<file path="src/sv/nsc_pkg.sv">
// Shared types, header table and codes for the NMEA sentence checker.
package nsc_pkg;

  localparam int NUM_HDR = 5;
  localparam int HDR_LEN = 6;
  localparam int POS_W   = 3;

  localparam logic [7:0] CH_DOLLAR = 8'h24;
  localparam logic [7:0] CH_STAR   = 8'h2A;
  localparam logic [7:0] CH_COMMA  = 8'h2C;
  localparam logic [7:0] CH_NUL    = 8'h00;

  localparam logic [2:0] TYPE_UNKNOWN = 3'd0;

  // Rows in priority order: GGA, GSA, GSV, RMC, VTG.
  localparam logic [7:0] HDR_TAB [NUM_HDR][HDR_LEN] = '{
    '{8'h24, 8'h47, 8'h50, 8'h47, 8'h47, 8'h41},
    '{8'h24, 8'h47, 8'h50, 8'h47, 8'h53, 8'h41},
    '{8'h24, 8'h47, 8'h50, 8'h47, 8'h53, 8'h56},
    '{8'h24, 8'h47, 8'h50, 8'h52, 8'h4D, 8'h43},
    '{8'h24, 8'h47, 8'h50, 8'h56, 8'h54, 8'h47}
  };

  typedef struct packed {
    logic       sentence_valid;
    logic [2:0] sentence_type;
    logic [7:0] computed_checksum;
    logic [7:0] sent_checksum;
    logic       checksum_match;
  } res_t;

  typedef struct packed {
    logic       is_hex;
    logic [3:0] value;
  } hex_t;

  function automatic hex_t hex_digit(input logic [7:0] c);
    hex_t h;
    h.is_hex = 1'b1;
    h.value  = 4'd0;
    if (c >= 8'h30 && c <= 8'h39) begin
      h.value = 4'(c - 8'h30);
    end else if (c >= 8'h61 && c <= 8'h66) begin
      h.value = 4'(c - 8'h57);
    end else if (c >= 8'h41 && c <= 8'h46) begin
      h.value = 4'(c - 8'h37);
    end else begin
      h.is_hex = 1'b0;
    end
    return h;
  endfunction

endpackage

</file>
<file path="src/sv/nsc_scan.sv">
// Per-sentence scan state: checksum, hex field and header matching.
module nsc_scan #(
  parameter int MAX_LEN = 128
) (
  input  logic              clk,
  input  logic              rst_n,
  input  logic              proc,
  input  logic [7:0]        byte_in,
  input  logic              last_in,
  output nsc_pkg::res_t     res
);

  localparam int CNT_W = $clog2(MAX_LEN + 1);

  typedef enum logic [1:0] {PH_SKIP, PH_TOKEN, PH_DONE} phase_t;

  logic [CNT_W-1:0]             cnt_r, cnt_nxt;
  logic                         start_r, start_nxt;
  logic                         star_r, star_nxt;
  logic                         ended_r, ended_nxt;
  logic [7:0]                   xor_r, xor_nxt;
  logic [7:0]                   hex_r, hex_nxt;
  logic                         ovf_r, ovf_nxt;
  logic                         hstop_r, hstop_nxt;
  logic [nsc_pkg::NUM_HDR-1:0]  cand_r, cand_nxt;
  logic [nsc_pkg::POS_W-1:0]    pos_r, pos_nxt;
  phase_t                       phase_r, phase_nxt;

  nsc_pkg::hex_t               hd;
  logic [nsc_pkg::NUM_HDR-1:0] keep;
  logic                        hdr_take;

  assign hd = nsc_pkg::hex_digit(byte_in);

  always_comb begin
    keep = '0;
    for (int k = 0; k < nsc_pkg::NUM_HDR; k++) begin
      keep[k] = (nsc_pkg::HDR_TAB[k][pos_r] == byte_in);
    end
  end

  always_comb begin
    cnt_nxt   = cnt_r;
    start_nxt = start_r;
    star_nxt  = star_r;
    ended_nxt = ended_r;
    xor_nxt   = xor_r;
    hex_nxt   = hex_r;
    ovf_nxt   = ovf_r;
    hstop_nxt = hstop_r;
    cand_nxt  = cand_r;
    pos_nxt   = pos_r;
    phase_nxt = phase_r;
    hdr_take  = 1'b0;
    if (proc && !ended_r && cnt_r < CNT_W'(MAX_LEN)) begin
      cnt_nxt = cnt_r + 1'b1;
      if (byte_in == nsc_pkg::CH_NUL) begin
        ended_nxt = 1'b1;
        if (phase_r == PH_TOKEN) phase_nxt = PH_DONE;
      end else begin
        if (!star_r) begin
          if (byte_in == nsc_pkg::CH_STAR) star_nxt = 1'b1;
          else if (start_r) xor_nxt = xor_r ^ byte_in;
          else if (byte_in == nsc_pkg::CH_DOLLAR) start_nxt = 1'b1;
        end else if (!hstop_r) begin
          if (!hd.is_hex) begin
            hstop_nxt = 1'b1;
          end else begin
            if (hex_r[7:4] != 4'd0) ovf_nxt = 1'b1;
            hex_nxt = {hex_r[3:0], hd.value};
          end
        end
        case (phase_r)
          PH_SKIP: begin
            if (byte_in != nsc_pkg::CH_COMMA) begin
              phase_nxt = PH_TOKEN;
              hdr_take  = 1'b1;
            end
          end
          PH_TOKEN: begin
            if (byte_in == nsc_pkg::CH_COMMA) phase_nxt = PH_DONE;
            else hdr_take = 1'b1;
          end
          default: ;
        endcase
        if (hdr_take) begin
          if (pos_r < nsc_pkg::POS_W'(nsc_pkg::HDR_LEN)) begin
            cand_nxt = cand_r & keep;
            pos_nxt  = pos_r + 1'b1;
          end else begin
            cand_nxt = '0;
          end
        end
      end
    end
  end

  // Result as seen after this beat has been taken in.
  always_comb begin
    logic [2:0] typ;
    logic       match;
    typ = nsc_pkg::TYPE_UNKNOWN;
    res.computed_checksum = (start_nxt && star_nxt) ? xor_nxt : 8'd0;
    res.sent_checksum     = star_nxt ? hex_nxt : 8'd0;
    match = star_nxt && !ovf_nxt && (res.sent_checksum == res.computed_checksum);
    if (phase_nxt != PH_SKIP && pos_nxt == nsc_pkg::POS_W'(nsc_pkg::HDR_LEN)) begin
      for (int k = nsc_pkg::NUM_HDR - 1; k >= 0; k--) begin
        if (cand_nxt[k]) typ = 3'(k + 1);
      end
    end
    res.checksum_match = match;
    res.sentence_valid = match && (typ != nsc_pkg::TYPE_UNKNOWN);
    res.sentence_type  = res.sentence_valid ? typ : nsc_pkg::TYPE_UNKNOWN;
  end

  always_ff @(posedge clk) begin
    if (!rst_n || (proc && last_in)) begin
      cnt_r   <= '0;
      start_r <= 1'b0;
      star_r  <= 1'b0;
      ended_r <= 1'b0;
      xor_r   <= 8'd0;
      hex_r   <= 8'd0;
      ovf_r   <= 1'b0;
      hstop_r <= 1'b0;
      cand_r  <= '1;
      pos_r   <= '0;
      phase_r <= PH_SKIP;
    end else begin
      cnt_r   <= cnt_nxt;
      start_r <= start_nxt;
      star_r  <= star_nxt;
      ended_r <= ended_nxt;
      xor_r   <= xor_nxt;
      hex_r   <= hex_nxt;
      ovf_r   <= ovf_nxt;
      hstop_r <= hstop_nxt;
      cand_r  <= cand_nxt;
      pos_r   <= pos_nxt;
      phase_r <= phase_nxt;
    end
  end

endmodule

</file>
<file path="config.mk">
export PLATFORM = sky130hd
export DESIGN_NAME = nsc_scan
export DESIGN_NICKNAME = d
export VERILOG_FILES = /design/src/sv/nsc_pkg.sv /design/src/sv/nsc_scan.sv
export SDC_FILE = /design/constraint.sdc
export NUM_CORES = 1
export LEC_CHECK = 0
export BUFFER_PORTS_ARGS = -buffer_cell sky130_fd_sc_hd__buf_2
export CAP_MARGIN = 20
export CORE_MARGIN = 8
export CORE_UTILIZATION = 55
export CTS_BUF_LIST = sky130_fd_sc_hd__clkbuf_8
export CTS_CLUSTER_SIZE = 25
export DETAILED_ROUTE_END_ITERATION = 6
export GPL_ROUTABILITY_DRIVEN = 0
export PLACE_DENSITY_LB_ADDON = 0.25
export SETUP_SLACK_MARGIN = 0.15
export SLEW_MARGIN = 25
export SYNTH_ARGS = -nofsm -noshare
export SYNTH_HDL_FRONTEND = slang
export SYNTH_SLANG_ARGS = --single-unit
</file>
<file path="constraint.sdc">
create_clock -name clk -period 5 [get_ports clk]
set_input_delay 1 -clock clk [delete_from_list [all_inputs] [get_ports clk]]
set_output_delay 1 -clock clk [all_outputs]
set_load 0.02 [all_outputs]
</file>
==> flow_metrics.py <==
metrics = {
    "run_status": {
        "status": "finished, final reports clean",
    },
    "logic_synthesis": {
        "ys_seq_elements": 39,
        "yosysMostFrequentCell": "nor2_1",
        "synth_largest_area_cell": "dfxtp_1",
        "synth_area_leaders": "dfxtp_1, nor2_1, xnor2_1, ha_1, xor2_1",
        "synth_simple_gate_area_share_pct": 28.60,
        "synth_top_area_share_pct": 28.42,
        "ys_seq_area_share_pct": 28.42,
        "synth_top_family_by_area": "simple AND/OR/NAND/NOR gates",
        "postSynthNetCount": 361,
        "synth_edf_count": 0,
        "synth-compound-area-share_pct": 17.58,
        "synth_cell_type_count": 63,
        "yosys_most_used_dff": "dfxtp_1",
        "synth_mux_area_share_pct": 4.235,
        "ys_top_cells_by_count": "nor2_1, dfxtp_1, xnor2_1",
        "synth_fa_ha_area_share_pct": 5.464,
        "synth-xor-area-share_pct": 10.84,
        "async_reset_ff_share_pct": 0,
        "syn-cell-area_um2": 2748,
        "synth_area_per_cell_um2": 8.153,
        "synth_warnings": 0,
        "netlist_instances": 337,
    },
    "critical_path": {
        "crit_required_ns": 4.00,
        "cp-start-kind": "primary input",
        "r2r_cells": 7,
        "cp-end-kind": "output pin",
        "arrival_ns": 3.86,
        "worst-setup-path-type": "in -> out",
        "crit_fanout": 4,
        "r2r-start": "pos_r[0]$_SDFF_PP0_",
        "critPathLaunch": "byte_in[0]",
        "worstSetupEndpoint": "res[17]",
        "reg2reg_to": "cand_r[2]$_SDFF_PP1_",
        "r2r_setup_slack_ns": 2.40,
    },
    "global_route": {
        "grt_pass1_wl_um": 12240,
        "grt_max_degree": 35,
        "grt_pass1_vias": 2610,
        "antenna_found_initial": 0,
        "grt_use_total_pct": 20.33,
        "grt.overflow.total": 0,
    },
    "route": {
        "ant_nets": 0,
        "routedWlPerCell_um": 16.87,
        "routed_via_density": 5.834,
        "post-route-drc-count": 0,
        "routed_wl_um": 7711,
        "drtIter0Drc": 201,
        "firstDrtPassIters": 4,
        "num_vias": 2666,
    },
    "cells_and_area": {
        "final_cells": 457,
        "multi_input_area_um2": 2064,
        "antenna_cells": 0,
        "final_layout_size_suffix_gt1_share_pct": 30.26,
        "num-fill-cells": 350,
        "final-seq-area_um2": 780.7,
        "nets": 413,
        "area_growth_syn_to_layout_pct": 29.14,
    },
    "placed_design": {
        "dp_hpwl_um": 5279,
        "dp_cells": 439,
        "numPortBuffers": 32,
    },
    "timing": {
        "min_period_ns": 4.861,
        "final-setup-viol-count": 0,
        "hold_ws_ns": 0.4800,
        "tightest_slew_ns": 0.8438,
        "hold_viol": 0,
        "drv_slew": 0,
        "finClkSkew_ns": 0.008835,
        "fmax_mhz": 205.7,
        "finalCritPeriodShare_pct": 97.23,
        "rsz0062_at_grt": "true",
        "slew_headroom_pct": 43.62,
    },
    "die": {
        "rows": 25,
        "coreArea_um2": 4786,
        "chipHeight_um": 86.68,
        "die_x_um": 86.68,
        "start_util_pct": 57.41,
        "die-area_um2": 7513,
        "ioPinCount": 33,
    },
    "power": {
        "ir_worst_vdd_uv": 166.4,
        "p_leak_nw": 1.305,
        "report.power.total_uw": 724.1,
        "power_density_nw_per_um2": 204.1,
    },
    "clocking": {
        "cts.path.max_buffers": 2,
        "holdBufCountCts": 0,
        "cts_made_buffers": 5,
        "htreeDepth": 2,
        "clkTransAtPathRegs_ns": 0.07,
        "cts_tree": "yes",
        "clk_latency_ns": 0.30,
        "cts-root-buf": "clkbuf_8",
        "cts_num_sinks": 39,
    },
    "min_path": {
        "hold_class": "reg -> reg",
    },
    "job": {
        "drv_cap": 0,
    },
}
-- per-layer routing --
| metal | wire length [um] | up-vias | global-route usage (%) |
|---|---|---|---|
| li1 | - | 1299 | - |
| met1 | 3174 | 1265 | 23.70 |
| met2 | 3945 | 85 | 35.00 |
| met3 | 459 | 17 | 3.308 |
| met4 | 132 | 0 | 10.17 |
| met5 | 0 | - | 0 |
-- worst min path at each step --
stage                                startpoint               endpoint  slack [ns]  cells past startpoint
after CTS                 cnt_r[1]$_SDFFE_PP0P_  cnt_r[1]$_SDFFE_PP0P_        0.49                      2
final                      cand_r[1]$_SDFF_PP1_   cand_r[1]$_SDFF_PP1_        0.48                      2
after detailed placement   hstop_r$_SDFFE_PP0P_   hstop_r$_SDFFE_PP0P_        0.47                      2
after global routing           ovf_r$_SDFF_PP0_       ovf_r$_SDFF_PP0_        0.53                      2
after floorplan            hstop_r$_SDFFE_PP0P_   hstop_r$_SDFFE_PP0P_        0.45                      2
after global placement    cnt_r[1]$_SDFFE_PP0P_  cnt_r[1]$_SDFFE_PP0P_        0.46                      2
-- power breakdown --
| part | total [mW] | internal, mW | switching [mW] | leakage [nW] |
|---|---|---|---|---|
| registers | 0.323 | 0.316 | 0.00663 | 0.316 |
| logic | 0.114 | 0.0475 | 0.0662 | 0.927 |
| clock network | 0.287 | 0.164 | 0.123 | 0.0618 |
-- what timing repair did --
item                       CTS  global route
pin swaps                   10            11
setup endpoints to repair    5             5
resized for setup           13            22
buffers inserted             7             3
-- worst max-delay path: stages --
cell and delay (ns):
buf_8 0.11, inv_6 0.06, ha_4 0.14, inv_2 0.03
o311a_4 0.36, o2111ai_4 0.33, buf_12 0.15, mux2i_4 0.24
mux2_4 0.35, or4_4 0.54, or2_4 0.25, nor4_4 0.12
buf_4 0.18
-- flip-flops by register name, summed over array words and instances, names as in the netlist --
signal,flops
cand_r,5
cnt_r,8
ended_r,1
hex_r,8
hstop_r,1
ovf_r,1
phase_r,2
pos_r,3
star_r,1
start_r,1
xor_r,8
-- cells by family after synthesis --
group	Yosys count
mux	11
compound gates	60
fa+ha+maj	12
flops	39
xor+xnor	34
buf+inv	32
simple gates	149
-- metrics by stage --
stage | area, um2 | TNS (ns) | utilization [%] | setup WS [ns]
after CTS | 3430 | 0 | 71.66 | 0.1809
after global routing | 3548 | 0 | 74.14 | 0.01239
after global placement | 3199 | -0.007670 | 66.85 | -0.007670
after detailed placement | 3202 | -0.05587 | 66.90 | -0.05587
after floorplan | 2875 | 0 | - | 0.1516
final | 3548 | 0 | 74.14 | 0.1386
-- layout by cell type, fill, tap and decap left out, types with 3 or more instances in the layout --
cell type	count
or3_1	3
nor4b_4	3
nor2_1	55
nor4_4	5
o21ai_0	8
nor3_1	8
dfxtp_1	39
a211oi_1	3
mux2i_2	4
ha_1	10
mux2i_1	4
buf_6	3
and2_1	6
nor3_2	5
nand3_1	8
inv_1	10
nor4_1	5
nand4_1	3
nand2b_1	4
xnor2_1	21
nor2b_1	3
o21ai_1	4
xor2_1	11
a21oi_1	10
a31oi_1	5
buf_2	28
buf_4	31
clkbuf_8	6
nand2_1	19
-- area by class of cell --
type	count	area share, %
clock inverter	2	1.093
inverter	13	1.587
tap	67	2.362
sequential	39	22.00
timing repair buffer	64	12.45
multi-input combinational	266	58.18
clock buffer	6	2.327
Note: power is estimated with default switching activity, not from simulation.
